===== src/rtl/assert_macros.svh =====
// Assertion helpers used by the top unit. They sample on clk and hold off while rst_n is low.
`ifndef ASSERT_MACROS_SVH
`define ASSERT_MACROS_SVH

`ifndef SYNTHESIS

`define ULAR_ASSERT_IMPLY(label, ante, cons) \
    label: assert property (@(posedge clk) disable iff (!rst_n) (ante) |-> (cons)) \
        else $error("implication check failed");

`define ULAR_ASSERT_NEVER(label, expr) \
    label: assert property (@(posedge clk) disable iff (!rst_n) !(expr)) \
        else $error("forbidden condition seen");

`else

`define ULAR_ASSERT_IMPLY(label, ante, cons)

`define ULAR_ASSERT_NEVER(label, expr)

`endif

`endif


===== src/rtl/ular_pkg.sv =====
`default_nettype none

package ular_pkg;

    // Line ring geometry
    localparam int LINE_LEN    = 64;
    localparam int LINE_SLOTS  = 8;
    localparam int SLOT_W      = $clog2(LINE_SLOTS);
    localparam int FILL_W      = $clog2(LINE_LEN + 1);
    localparam int STORE_DEPTH = LINE_SLOTS * LINE_LEN;
    localparam int ADDR_W      = $clog2(STORE_DEPTH);
    localparam int LEN_W       = 7;

    // Command queue between front and back
    localparam int CMD_DEPTH = 2;
    localparam int CMD_PTR_W = $clog2(CMD_DEPTH);
    localparam int CMD_CNT_W = $clog2(CMD_DEPTH + 1);

    // Result queue
    localparam int OUT_DEPTH = 4;
    localparam int OUT_PTR_W = $clog2(OUT_DEPTH);
    localparam int OUT_CNT_W = $clog2(OUT_DEPTH + 1);

    // Stale poll counter
    localparam int              STALE_W     = 3;
    localparam logic [STALE_W-1:0] STALE_MAX   = 3'd7;
    localparam logic [STALE_W-1:0] STALE_LIMIT = 3'd3;

    // Framing characters
    localparam logic [7:0] CH_GT = 8'h3E;
    localparam logic [7:0] CH_CR = 8'h0D;
    localparam logic [7:0] CH_LF = 8'h0A;

    // Operation codes on the input port
    localparam logic OP_PUT = 1'b0;
    localparam logic OP_GET = 1'b1;

    typedef enum logic {
        CMD_PUT,
        CMD_GET
    } cmd_kind_t;

    typedef enum logic {
        BK_IDLE,
        BK_STREAM
    } back_state_t;

    typedef struct packed {
        logic       op;
        logic [7:0] rx_byte;
    } item_t;

    typedef struct packed {
        logic [7:0]       line_byte;
        logic             last;
        logic             no_line;
        logic [LEN_W-1:0] line_length;
    } result_t;

    typedef struct packed {
        logic       valid;
        cmd_kind_t  kind;
        logic [7:0] data;
    } cmd_t;

    typedef struct packed {
        logic    valid;
        result_t res;
    } res_push_t;

    function automatic logic [ADDR_W-1:0] store_addr(
        input logic [SLOT_W-1:0] slot,
        input logic [FILL_W-1:0] idx
    );
        return ADDR_W'(slot) * ADDR_W'(LINE_LEN) + ADDR_W'(idx);
    endfunction

    function automatic logic [SLOT_W-1:0] slot_inc(input logic [SLOT_W-1:0] slot);
        return (slot == SLOT_W'(LINE_SLOTS - 1)) ? '0 : slot + SLOT_W'(1);
    endfunction

endpackage

`default_nettype wire


===== src/rtl/uart_line_assembler_ring_unit.sv =====
//  Channel  | Handshake            | Transaction when              | Payload
//  ---------+----------------------+-------------------------------+--------------------
//  item     | push / full          | push high, full low           | op, rx_byte
//  result   | pop / empty          | pop high, empty low           | line_byte, last,
//           |                      |                               | no_line, line_length
//
//  A put or a no_line get is taken while the back end is idle and leaves it idle; a get
//  finding a closed line looks up its slot, then reads its bytes on the store's read port.
//  The two-entry front queue keeps taking transactions while a line streams out, until full.
//  Reset clears slot fills, ring pointers and queues at once; the line store is not cleared.
//  A full result queue stalls streaming and any get that answers no_line, and with them
//  every transaction queued behind; puts never wait on the result side by themselves.
`default_nettype none

`include "assert_macros.svh"

module uart_line_assembler_ring_unit (
    input  logic              clk,
    input  logic              rst_n,
    input  logic              push,
    output logic              full,
    input  ular_pkg::item_t   item,
    output logic              empty,
    input  logic              pop,
    output ular_pkg::result_t result
);
    import ular_pkg::*;

    cmd_t                 cmd;
    logic                 cmd_pop;
    res_push_t            res_push;
    logic [OUT_CNT_W-1:0] level;

    // Front end: accept and classify items, hold them until the back end is free
    ular_front u_front (
        .clk     (clk),
        .rst_n   (rst_n),
        .push    (push),
        .full    (full),
        .item    (item),
        .cmd_pop (cmd_pop),
        .cmd     (cmd)
    );

    // Back end: maintain the line ring and stream closed lines
    ular_back u_back (
        .clk      (clk),
        .rst_n    (rst_n),
        .cmd      (cmd),
        .cmd_pop  (cmd_pop),
        .level    (level),
        .res_push (res_push)
    );

    // Result queue: decouple streaming from the consumer
    ular_outq u_outq (
        .clk      (clk),
        .rst_n    (rst_n),
        .res_push (res_push),
        .level    (level),
        .empty    (empty),
        .pop      (pop),
        .result   (result)
    );

    // Drop a result only if the credit check in the back end is broken
    `ULAR_ASSERT_IMPLY(a_outq_no_overflow, res_push.valid, level < OUT_CNT_W'(OUT_DEPTH))
    // Advance the command queue only when it holds an entry
    `ULAR_ASSERT_IMPLY(a_cmd_pop_valid, cmd_pop, cmd.valid)
    // Hold no_line results to their fixed shape
    `ULAR_ASSERT_IMPLY(a_no_line_shape, res_push.valid && res_push.res.no_line,
        res_push.res.last && (res_push.res.line_byte == 8'h00)
        && (res_push.res.line_length == '0))
    // Keep line lengths of streamed bytes within one slot
    `ULAR_ASSERT_NEVER(a_line_len_range, res_push.valid && !res_push.res.no_line
        && ((res_push.res.line_length == '0)
        || (res_push.res.line_length > LEN_W'(LINE_LEN))))

endmodule

`default_nettype wire


===== src/rtl/ular_front.sv =====
`default_nettype none

module ular_front (
    input  logic            clk,
    input  logic            rst_n,
    input  logic            push,
    output logic            full,
    input  ular_pkg::item_t item,
    input  logic            cmd_pop,
    output ular_pkg::cmd_t  cmd
);
    import ular_pkg::*;

    cmd_kind_t            kind_mem [CMD_DEPTH];
    logic [7:0]           data_mem [CMD_DEPTH];
    logic [CMD_PTR_W-1:0] wr_ptr_reg, wr_ptr_next;
    logic [CMD_PTR_W-1:0] rd_ptr_reg, rd_ptr_next;
    logic [CMD_CNT_W-1:0] count_reg, count_next;
    cmd_kind_t            kind_in;
    logic                 wr_en;
    logic                 rd_en;

    // Classify the incoming operation
    always_comb
    begin
        unique case (item.op)
            OP_GET:  kind_in = CMD_GET;
            default: kind_in = CMD_PUT;
        endcase
    end

    assign full  = (count_reg == CMD_CNT_W'(CMD_DEPTH));
    assign wr_en = push && !full;
    assign rd_en = cmd_pop && (count_reg != '0);

    assign cmd.valid = (count_reg != '0);
    assign cmd.kind  = kind_mem[rd_ptr_reg];
    assign cmd.data  = data_mem[rd_ptr_reg];

    always_comb
    begin
        wr_ptr_next = wr_ptr_reg;
        rd_ptr_next = rd_ptr_reg;
        count_next  = count_reg;
        if (wr_en)
        begin
            wr_ptr_next = (wr_ptr_reg == CMD_PTR_W'(CMD_DEPTH - 1)) ? '0
                                                                   : wr_ptr_reg + 1'b1;
        end
        if (rd_en)
        begin
            rd_ptr_next = (rd_ptr_reg == CMD_PTR_W'(CMD_DEPTH - 1)) ? '0
                                                                   : rd_ptr_reg + 1'b1;
        end
        unique case ({wr_en, rd_en})
            2'b10:   count_next = count_reg + 1'b1;
            2'b01:   count_next = count_reg - 1'b1;
            default: count_next = count_reg;
        endcase
    end

    always_ff @(posedge clk or negedge rst_n)
    begin
        if (!rst_n)
        begin
            wr_ptr_reg <= '0;
            rd_ptr_reg <= '0;
            count_reg  <= '0;
        end
        else
        begin
            wr_ptr_reg <= wr_ptr_next;
            rd_ptr_reg <= rd_ptr_next;
            count_reg  <= count_next;
        end
    end

    always_ff @(posedge clk)
    begin
        if (wr_en)
        begin
            kind_mem[wr_ptr_reg] <= kind_in;
            data_mem[wr_ptr_reg] <= item.rx_byte;
        end
    end

endmodule

`default_nettype wire


===== src/rtl/ular_back.sv =====
`default_nettype none

module ular_back (
    input  logic                           clk,
    input  logic                           rst_n,
    input  ular_pkg::cmd_t                 cmd,
    output logic                           cmd_pop,
    input  logic [ular_pkg::OUT_CNT_W-1:0] level,
    output ular_pkg::res_push_t            res_push
);
    import ular_pkg::*;

    back_state_t        state_reg, state_next;

    logic [SLOT_W-1:0]  write_slot_reg, write_slot_next;
    logic [SLOT_W-1:0]  read_slot_reg, read_slot_next;
    logic [FILL_W-1:0]  open_fill_reg, open_fill_next;
    logic [FILL_W-1:0]  fill_reg [LINE_SLOTS];
    logic [FILL_W-1:0]  fill_next [LINE_SLOTS];
    logic [7:0]         prev_reg, prev_next;
    logic [SLOT_W-1:0]  watch_slot_reg, watch_slot_next;
    logic [FILL_W-1:0]  watch_fill_reg, watch_fill_next;
    logic [STALE_W-1:0] stale_reg, stale_next;

    logic [SLOT_W-1:0]  str_slot_reg, str_slot_next;
    logic [FILL_W-1:0]  str_len_reg, str_len_next;
    logic [FILL_W-1:0]  str_idx_reg, str_idx_next;

    logic               stage_valid_reg, stage_valid_next;
    logic               stage_mem_reg, stage_mem_next;
    logic               stage_last_reg, stage_last_next;
    logic [FILL_W-1:0]  stage_len_reg, stage_len_next;

    logic [7:0]         store_mem [STORE_DEPTH];
    logic [7:0]         mem_q_reg;
    logic               store_we;
    logic [ADDR_W-1:0]  store_waddr;
    logic               rd_en;
    logic [ADDR_W-1:0]  rd_addr;

    logic               room;
    logic               rd_is_open;
    logic [FILL_W-1:0]  get_len;
    logic               get_none;
    logic               take;
    logic               take_put;
    logic               take_get;
    logic               last_issue;
    logic               close;
    logic [FILL_W-1:0]  close_fill;
    logic               watch_hit;
    logic [STALE_W-1:0] stale_sat;

    assign room       = (level + OUT_CNT_W'(stage_valid_reg)) < OUT_CNT_W'(OUT_DEPTH);
    assign rd_is_open = (read_slot_reg == write_slot_reg);
    assign get_len    = fill_reg[read_slot_reg];
    assign get_none   = rd_is_open || (get_len == '0);
    assign take       = (state_reg == BK_IDLE) && cmd.valid
                        && ((cmd.kind == CMD_PUT) || !get_none || room);
    assign take_put   = take && (cmd.kind == CMD_PUT);
    assign take_get   = take && (cmd.kind == CMD_GET);
    assign last_issue = (str_idx_reg + FILL_W'(1)) == str_len_reg;

    // Next state
    always_comb
    begin
        state_next = state_reg;
        unique case (state_reg)
            BK_IDLE:
            begin
                if (take_get && !get_none)
                    state_next = BK_STREAM;
            end
            BK_STREAM:
            begin
                if (room && last_issue)
                    state_next = BK_IDLE;
            end
            default: state_next = BK_IDLE;
        endcase
    end

    // Outputs
    always_comb
    begin
        cmd_pop                  = take;
        res_push.valid           = stage_valid_reg;
        res_push.res.line_byte   = stage_mem_reg ? mem_q_reg : 8'h00;
        res_push.res.last        = stage_last_reg;
        res_push.res.no_line     = !stage_mem_reg;
        res_push.res.line_length = LEN_W'(stage_len_reg);
    end

    // Line bookkeeping
    always_comb
    begin
        write_slot_next  = write_slot_reg;
        read_slot_next   = read_slot_reg;
        open_fill_next   = open_fill_reg;
        fill_next        = fill_reg;
        prev_next        = prev_reg;
        watch_slot_next  = watch_slot_reg;
        watch_fill_next  = watch_fill_reg;
        stale_next       = stale_reg;
        str_slot_next    = str_slot_reg;
        str_len_next     = str_len_reg;
        str_idx_next     = str_idx_reg;
        stage_valid_next = 1'b0;
        stage_mem_next   = stage_mem_reg;
        stage_last_next  = stage_last_reg;
        stage_len_next   = stage_len_reg;
        store_we         = 1'b0;
        store_waddr      = store_addr(write_slot_reg, open_fill_reg);
        rd_en            = 1'b0;
        rd_addr          = store_addr(str_slot_reg, str_idx_reg);
        close            = 1'b0;
        close_fill       = open_fill_reg;
        watch_hit        = (watch_slot_reg == read_slot_reg) && (open_fill_reg != '0)
                           && (watch_fill_reg == open_fill_reg);
        stale_sat        = (stale_reg == STALE_MAX) ? stale_reg : stale_reg + 1'b1;

        if (take_put)
        begin
            prev_next = cmd.data;
            // A full line closes and drops the byte
            if (open_fill_reg == FILL_W'(LINE_LEN))
            begin
                close = 1'b1;
            end
            else
            begin
                store_we       = 1'b1;
                open_fill_next = open_fill_reg + 1'b1;
                close_fill     = open_fill_reg + 1'b1;
                if (((open_fill_reg == '0) && (cmd.data == CH_GT))
                    || ((prev_reg == CH_CR) && (cmd.data == CH_LF)))
                    close = 1'b1;
            end
        end

        if (take_get)
        begin
            if (rd_is_open)
            begin
                if (watch_hit)
                begin
                    stale_next = stale_sat;
                    if (stale_sat > STALE_LIMIT)
                        close = 1'b1;
                end
                else
                begin
                    watch_slot_next = read_slot_reg;
                    watch_fill_next = open_fill_reg;
                    stale_next      = '0;
                end
                stage_valid_next = 1'b1;
                stage_mem_next   = 1'b0;
                stage_last_next  = 1'b1;
                stage_len_next   = '0;
            end
            else
            begin
                fill_next[read_slot_reg] = '0;
                read_slot_next           = slot_inc(read_slot_reg);
                watch_slot_next          = '0;
                watch_fill_next          = '0;
                stale_next               = '0;
                if (get_len == '0)
                begin
                    stage_valid_next = 1'b1;
                    stage_mem_next   = 1'b0;
                    stage_last_next  = 1'b1;
                    stage_len_next   = '0;
                end
                else
                begin
                    str_slot_next = read_slot_reg;
                    str_len_next  = get_len;
                    str_idx_next  = '0;
                end
            end
        end

        // Stream one byte per cycle while the result queue has space
        if ((state_reg == BK_STREAM) && room)
        begin
            rd_en            = 1'b1;
            stage_valid_next = 1'b1;
            stage_mem_next   = 1'b1;
            stage_last_next  = last_issue;
            stage_len_next   = str_len_reg;
            str_idx_next     = str_idx_reg + 1'b1;
        end

        if (close)
        begin
            fill_next[write_slot_reg] = close_fill;
            write_slot_next           = slot_inc(write_slot_reg);
            open_fill_next            = '0;
        end
    end

    always_ff @(posedge clk or negedge rst_n)
    begin
        if (!rst_n)
        begin
            state_reg       <= BK_IDLE;
            write_slot_reg  <= '0;
            read_slot_reg   <= '0;
            open_fill_reg   <= '0;
            for (int i = 0; i < LINE_SLOTS; i++)
                fill_reg[i] <= '0;
            prev_reg        <= '0;
            watch_slot_reg  <= '0;
            watch_fill_reg  <= '0;
            stale_reg       <= '0;
            str_slot_reg    <= '0;
            str_len_reg     <= '0;
            str_idx_reg     <= '0;
            stage_valid_reg <= 1'b0;
            stage_mem_reg   <= 1'b0;
            stage_last_reg  <= 1'b0;
            stage_len_reg   <= '0;
        end
        else
        begin
            state_reg       <= state_next;
            write_slot_reg  <= write_slot_next;
            read_slot_reg   <= read_slot_next;
            open_fill_reg   <= open_fill_next;
            fill_reg        <= fill_next;
            prev_reg        <= prev_next;
            watch_slot_reg  <= watch_slot_next;
            watch_fill_reg  <= watch_fill_next;
            stale_reg       <= stale_next;
            str_slot_reg    <= str_slot_next;
            str_len_reg     <= str_len_next;
            str_idx_reg     <= str_idx_next;
            stage_valid_reg <= stage_valid_next;
            stage_mem_reg   <= stage_mem_next;
            stage_last_reg  <= stage_last_next;
            stage_len_reg   <= stage_len_next;
        end
    end

    // Line store: one write port, one registered read port
    always_ff @(posedge clk)
    begin
        if (store_we)
            store_mem[store_waddr] <= cmd.data;
        if (rd_en)
            mem_q_reg <= store_mem[rd_addr];
    end

endmodule

`default_nettype wire


===== src/rtl/ular_outq.sv =====
`default_nettype none

module ular_outq (
    input  logic                           clk,
    input  logic                           rst_n,
    input  ular_pkg::res_push_t            res_push,
    output logic [ular_pkg::OUT_CNT_W-1:0] level,
    output logic                           empty,
    input  logic                           pop,
    output ular_pkg::result_t              result
);
    import ular_pkg::*;

    result_t              res_mem [OUT_DEPTH];
    logic [OUT_PTR_W-1:0] wr_ptr_reg, wr_ptr_next;
    logic [OUT_PTR_W-1:0] rd_ptr_reg, rd_ptr_next;
    logic [OUT_CNT_W-1:0] count_reg, count_next;
    logic                 wr_en;
    logic                 rd_en;

    assign empty  = (count_reg == '0);
    assign level  = count_reg;
    assign result = res_mem[rd_ptr_reg];
    assign wr_en  = res_push.valid;
    assign rd_en  = pop && !empty;

    always_comb
    begin
        wr_ptr_next = wr_ptr_reg;
        rd_ptr_next = rd_ptr_reg;
        if (wr_en)
        begin
            wr_ptr_next = (wr_ptr_reg == OUT_PTR_W'(OUT_DEPTH - 1)) ? '0
                                                                   : wr_ptr_reg + 1'b1;
        end
        if (rd_en)
        begin
            rd_ptr_next = (rd_ptr_reg == OUT_PTR_W'(OUT_DEPTH - 1)) ? '0
                                                                   : rd_ptr_reg + 1'b1;
        end
        unique case ({wr_en, rd_en})
            2'b10:   count_next = count_reg + 1'b1;
            2'b01:   count_next = count_reg - 1'b1;
            default: count_next = count_reg;
        endcase
    end

    always_ff @(posedge clk or negedge rst_n)
    begin
        if (!rst_n)
        begin
            wr_ptr_reg <= '0;
            rd_ptr_reg <= '0;
            count_reg  <= '0;
        end
        else
        begin
            wr_ptr_reg <= wr_ptr_next;
            rd_ptr_reg <= rd_ptr_next;
            count_reg  <= count_next;
        end
    end

    always_ff @(posedge clk)
    begin
        if (wr_en)
            res_mem[wr_ptr_reg] <= res_push.res;
    end

endmodule

`default_nettype wire

===== config.mk =====
export PLATFORM = sky130hd
export DESIGN_NAME = uart_line_assembler_ring_unit
export DESIGN_NICKNAME = d
export VERILOG_FILES = /design/src/rtl/ular_pkg.sv /design/src/rtl/uart_line_assembler_ring_unit.sv /design/src/rtl/ular_front.sv /design/src/rtl/ular_back.sv /design/src/rtl/ular_outq.sv
export VERILOG_INCLUDE_DIRS = /design/src /design/src/rtl
export SDC_FILE = /design/constraint.sdc
export NUM_CORES = 2
export LEC_CHECK = 0
export ABC_AREA = 0
export BUFFER_PORTS_ARGS = -buffer_cell sky130_fd_sc_hd__buf_4
export CAP_MARGIN = 20
export CORE_MARGIN = 5
export CORE_UTILIZATION = 60
export DETAILED_ROUTE_END_ITERATION = 8
export MAX_ROUTING_LAYER = met4
export PLACE_DENSITY = 0.76
export SYNTH_ARGS = -nofsm -noshare
export SYNTH_HDL_FRONTEND = slang
export SYNTH_MEMORY_MAX_BITS = 65536
export SYNTH_SLANG_ARGS = --single-unit

===== constraint.sdc =====
create_clock -name clk -period 10.17 [get_ports clk]
set_input_delay 1.017 -clock clk [delete_from_list [all_inputs] [get_ports clk]]
set_output_delay 1.017 -clock clk [all_outputs]
set_load 0.01 [all_outputs]

==> results.md <==
* Status: finished clean
* Final Util at 66.20%
* Synthesis Warnings at 0
* Comb pwr share at 18.1%
* Critical path class: flop to flop
* Non-Filler Cell Area, Final at 186,500 µm²
* CP endpoint kind: flop
* CTS root buffer: clkbuf_16
* Number of routed nets with antenna violations at 0
* Area of the multi-input gates at 37,880 µm²
* EDFF count, synth at 4,190
* Critical path required time at 10.95 ns
* GRT Util Overall at 29.40%
* Buf/Inv on CP at 3
* Avg Inst Size Synth at 19.49 µm²
* Slew @ Worst Pin at 1.237 ns
* Via/cell ratio at 6.943
* Main area contributors after synthesis: edfxtp_1 (74%), mux4_2 (9.3%), mux2i_1 (4.5%)
* Period minus WS final at 5.903 ns
* Clk slew on worst S/H paths at 0.06 ns
* Final hold viol count at 0
* Clk pwr share at 33.1%
* # H-tree levels at 5
* FP Rows at 195
* Worst skew pair latency at 0.97 ns
* DIE AREA at 293,600 µm²
* Routed WL at 422.9 mm
* Post-synth top cells: edfxtp_1 (4,190), mux2i_1 (771), mux4_2 (697), nor2_1 (609), o221ai_1 (321)
* Vias at 89,150
* RSZ-0062 raised after global routing: false
* Register area at 129,100 µm²
* Largest area contributor in the netlist: edfxtp_1
* Synth-to-Final Area Change at 9.928%
* Antenna violations before repair at 11
* Worst clock skew at 0.07567 ns
* VDD IR max at 0.2233 mV
* Main synth FF type: edfxtp_1
* Dominant cell by count in the synthesized netlist: edfxtp_1
* Final GP Congestion at 0.9440
* Final layout net count at 8,781
* Internal power at 32.78 mW
* Switching share of power at 27.72%
* Pin count of the biggest net entering global routing at 226
* CTS tree: yes
* I/O pin count at 32
* Drt wl/cell at 32.93 µm
* Synth unique cells at 75
* First drt pass iteration count at 6
* First-pass GRT wire length at 613.7 mm
* Port bufs at 31
* Critical-path cell list: buf_4, nand2_4, buf_4, buf_12, o221ai_1, o22ai_1, o21ai_0, nand4_1, nor4_1, nor4b_1
* LEAKAGE at 56.23 nW
* Number of max-cap violations at 0
* Slowest-stage cell, CP: dfrtp_4
* Core Area at 281,800 µm²
* Die Ht at 541.8 µm
* Synth Cell Area at 169,700 µm²
* Vias in the first global route at 87,150
* Syn nets at 8,743
* Total power at 45.35 mW
* Setup violators final at 0
* Placed cell area at 173,200 µm²
* Final Max Slew Viols at 0
* Total global routing overflow at 0
* Sequential share of power at 48.8%
* CTS buffer count at 412
* Setup WS post-layout at 4.267 ns
* Yosys reg bits at 4,319
* Share of cells above drive strength 1 at 17.34%
* Switching power at 12.57 mW
* Period Utilization, post-route at 58.04%
* Crit-path leading delay family: simple AND/OR/NAND/NOR gates
* CP max stage delay at 0.78 ns
* Hold Path Class: primary input to flop
* Critical path peak fanout at 104
* Clock buffer depth at 4
* Power Density at 243.1 nW/µm²
* Seq/Total Area, Yosys at 76.05%
* Synthesized instance count at 8,708
* Post-DP HPWL at 243.6 mm
* Aggregate negative setup slack at 0 ns
* Remaining DRCs at 0
* Clk sinks at 4,319
* Initial drt markers at 13,270
* Max-slew headroom at 17.55%
* Post-synth top area share at 74.14%
* Synth async-reset ratio at 2.987%
* Placed insts at 12,070
* FILL cells at 17,410
* Fin cells at 12,840
* Die Wd at 541.8 µm
* F_max at 0.1694 GHz
* Starting Density at 60.22%
* Max FFs per register at 4,096
* Type of origin of the critical path: flop
* Critical path's most frequent cell: buf_4
* Dpl ws at 4.667 ns
* WHS at 0.2452 ns
* CP arrival at 6.68 ns
==> path summary, 6_finish.rpt <==
kind                       cells past startpoint  slack (ns)                         startpoint                                end
max                                           10        4.27  u_back.str_idx_reg[1]$_DFFE_PN0P_      u_back.mem_q_reg[1]$_DFFE_PP_
min                                            1        0.25                            item[2]   u_front.data_mem[0][2]$_DFFE_PP_
min reg2reg                                    1        0.49      u_back.fill_reg[41]$_DFF_PN0_      u_back.fill_reg[41]$_DFF_PN0_
max reg2reg                                   10        4.27  u_back.str_idx_reg[1]$_DFFE_PN0P_      u_back.mem_q_reg[1]$_DFFE_PP_
max in group asynchronous                      3        8.16                              rst_n  u_back.str_idx_reg[2]$_DFFE_PN0P_
min in group asynchronous                      2        0.59                              rst_n      u_back.fill_reg[24]$_DFF_PN0_
==> power by group through the flow <==
stage	sequential [mW]	clock [mW]	combinational, mW
finish	22.1	15.0	8.23
global route	22.1	15.9	8.64
CTS	22.1	15.1	8.18
detailed placement	22.5	0	8.15
global placement	22.5	0	7.92
floorplan	23.0	0	5.21
==> logic make-up after synthesis <==
kind of cell    synth area share [%]
flops                          76.05
compound gates                 4.512
xor+xnor                      0.2116
fa+ha+maj                     0.1666
simple gates                   3.035
buf+inv                        1.789
mux                            14.24
==> layer usage <==
| layer | vias up | routed length [µm] | track usage, % |
|---|---|---|---|
| met5 | - | 0 | - |
| met4 | 0 | 20290 | 12.17 |
| met3 | 1058 | 49240 | 6.364 |
| met2 | 6427 | 196200 | 42.92 |
| met1 | 45690 | 157200 | 41.09 |
| li1 | 35980 | - | - |
==> repair_timing <==
action	in CTS	in global routing
hold endpoints to repair	5	0
hold buffers	1	0
setup buffers	0	0
endpoints found under the setup margin	0	0
resized for setup	0	0
==> placed cells by master, fill, tap and decap left out, types with 55 or more instances in the layout <==
master     Yosys  layout
nand2_1      197     180
clkinv_2       0      73
mux4_2       697     697
o221ai_1     321     321
dfrtp_1      129     124
mux2_2        61      55
clkbuf_1     268      91
a21oi_1      127     127
buf_4         83     147
nor2_1       609     608
o21ai_0      102     101
clkinv_1       0      81
o22ai_1      246     246
o2bb2ai_1     57      57
clkbuf_16      0     415
edfxtp_1    4190    4190
nor3_1        78      76
mux2i_1      771     771
==> final cells by class <==
class / instances / share of cell area, %
antenna: 13 / 0.01744
clock buffer: 513 / 5.802
clock inverter: 240 / 1.262
inverter: 27 / 0.06640
multi-input combinational: 3811 / 20.31
sequential: 4319 / 69.19
tap: 3743 / 2.511
timing repair buffer: 175 / 0.8478
Power figures use the tool's default switching activity.
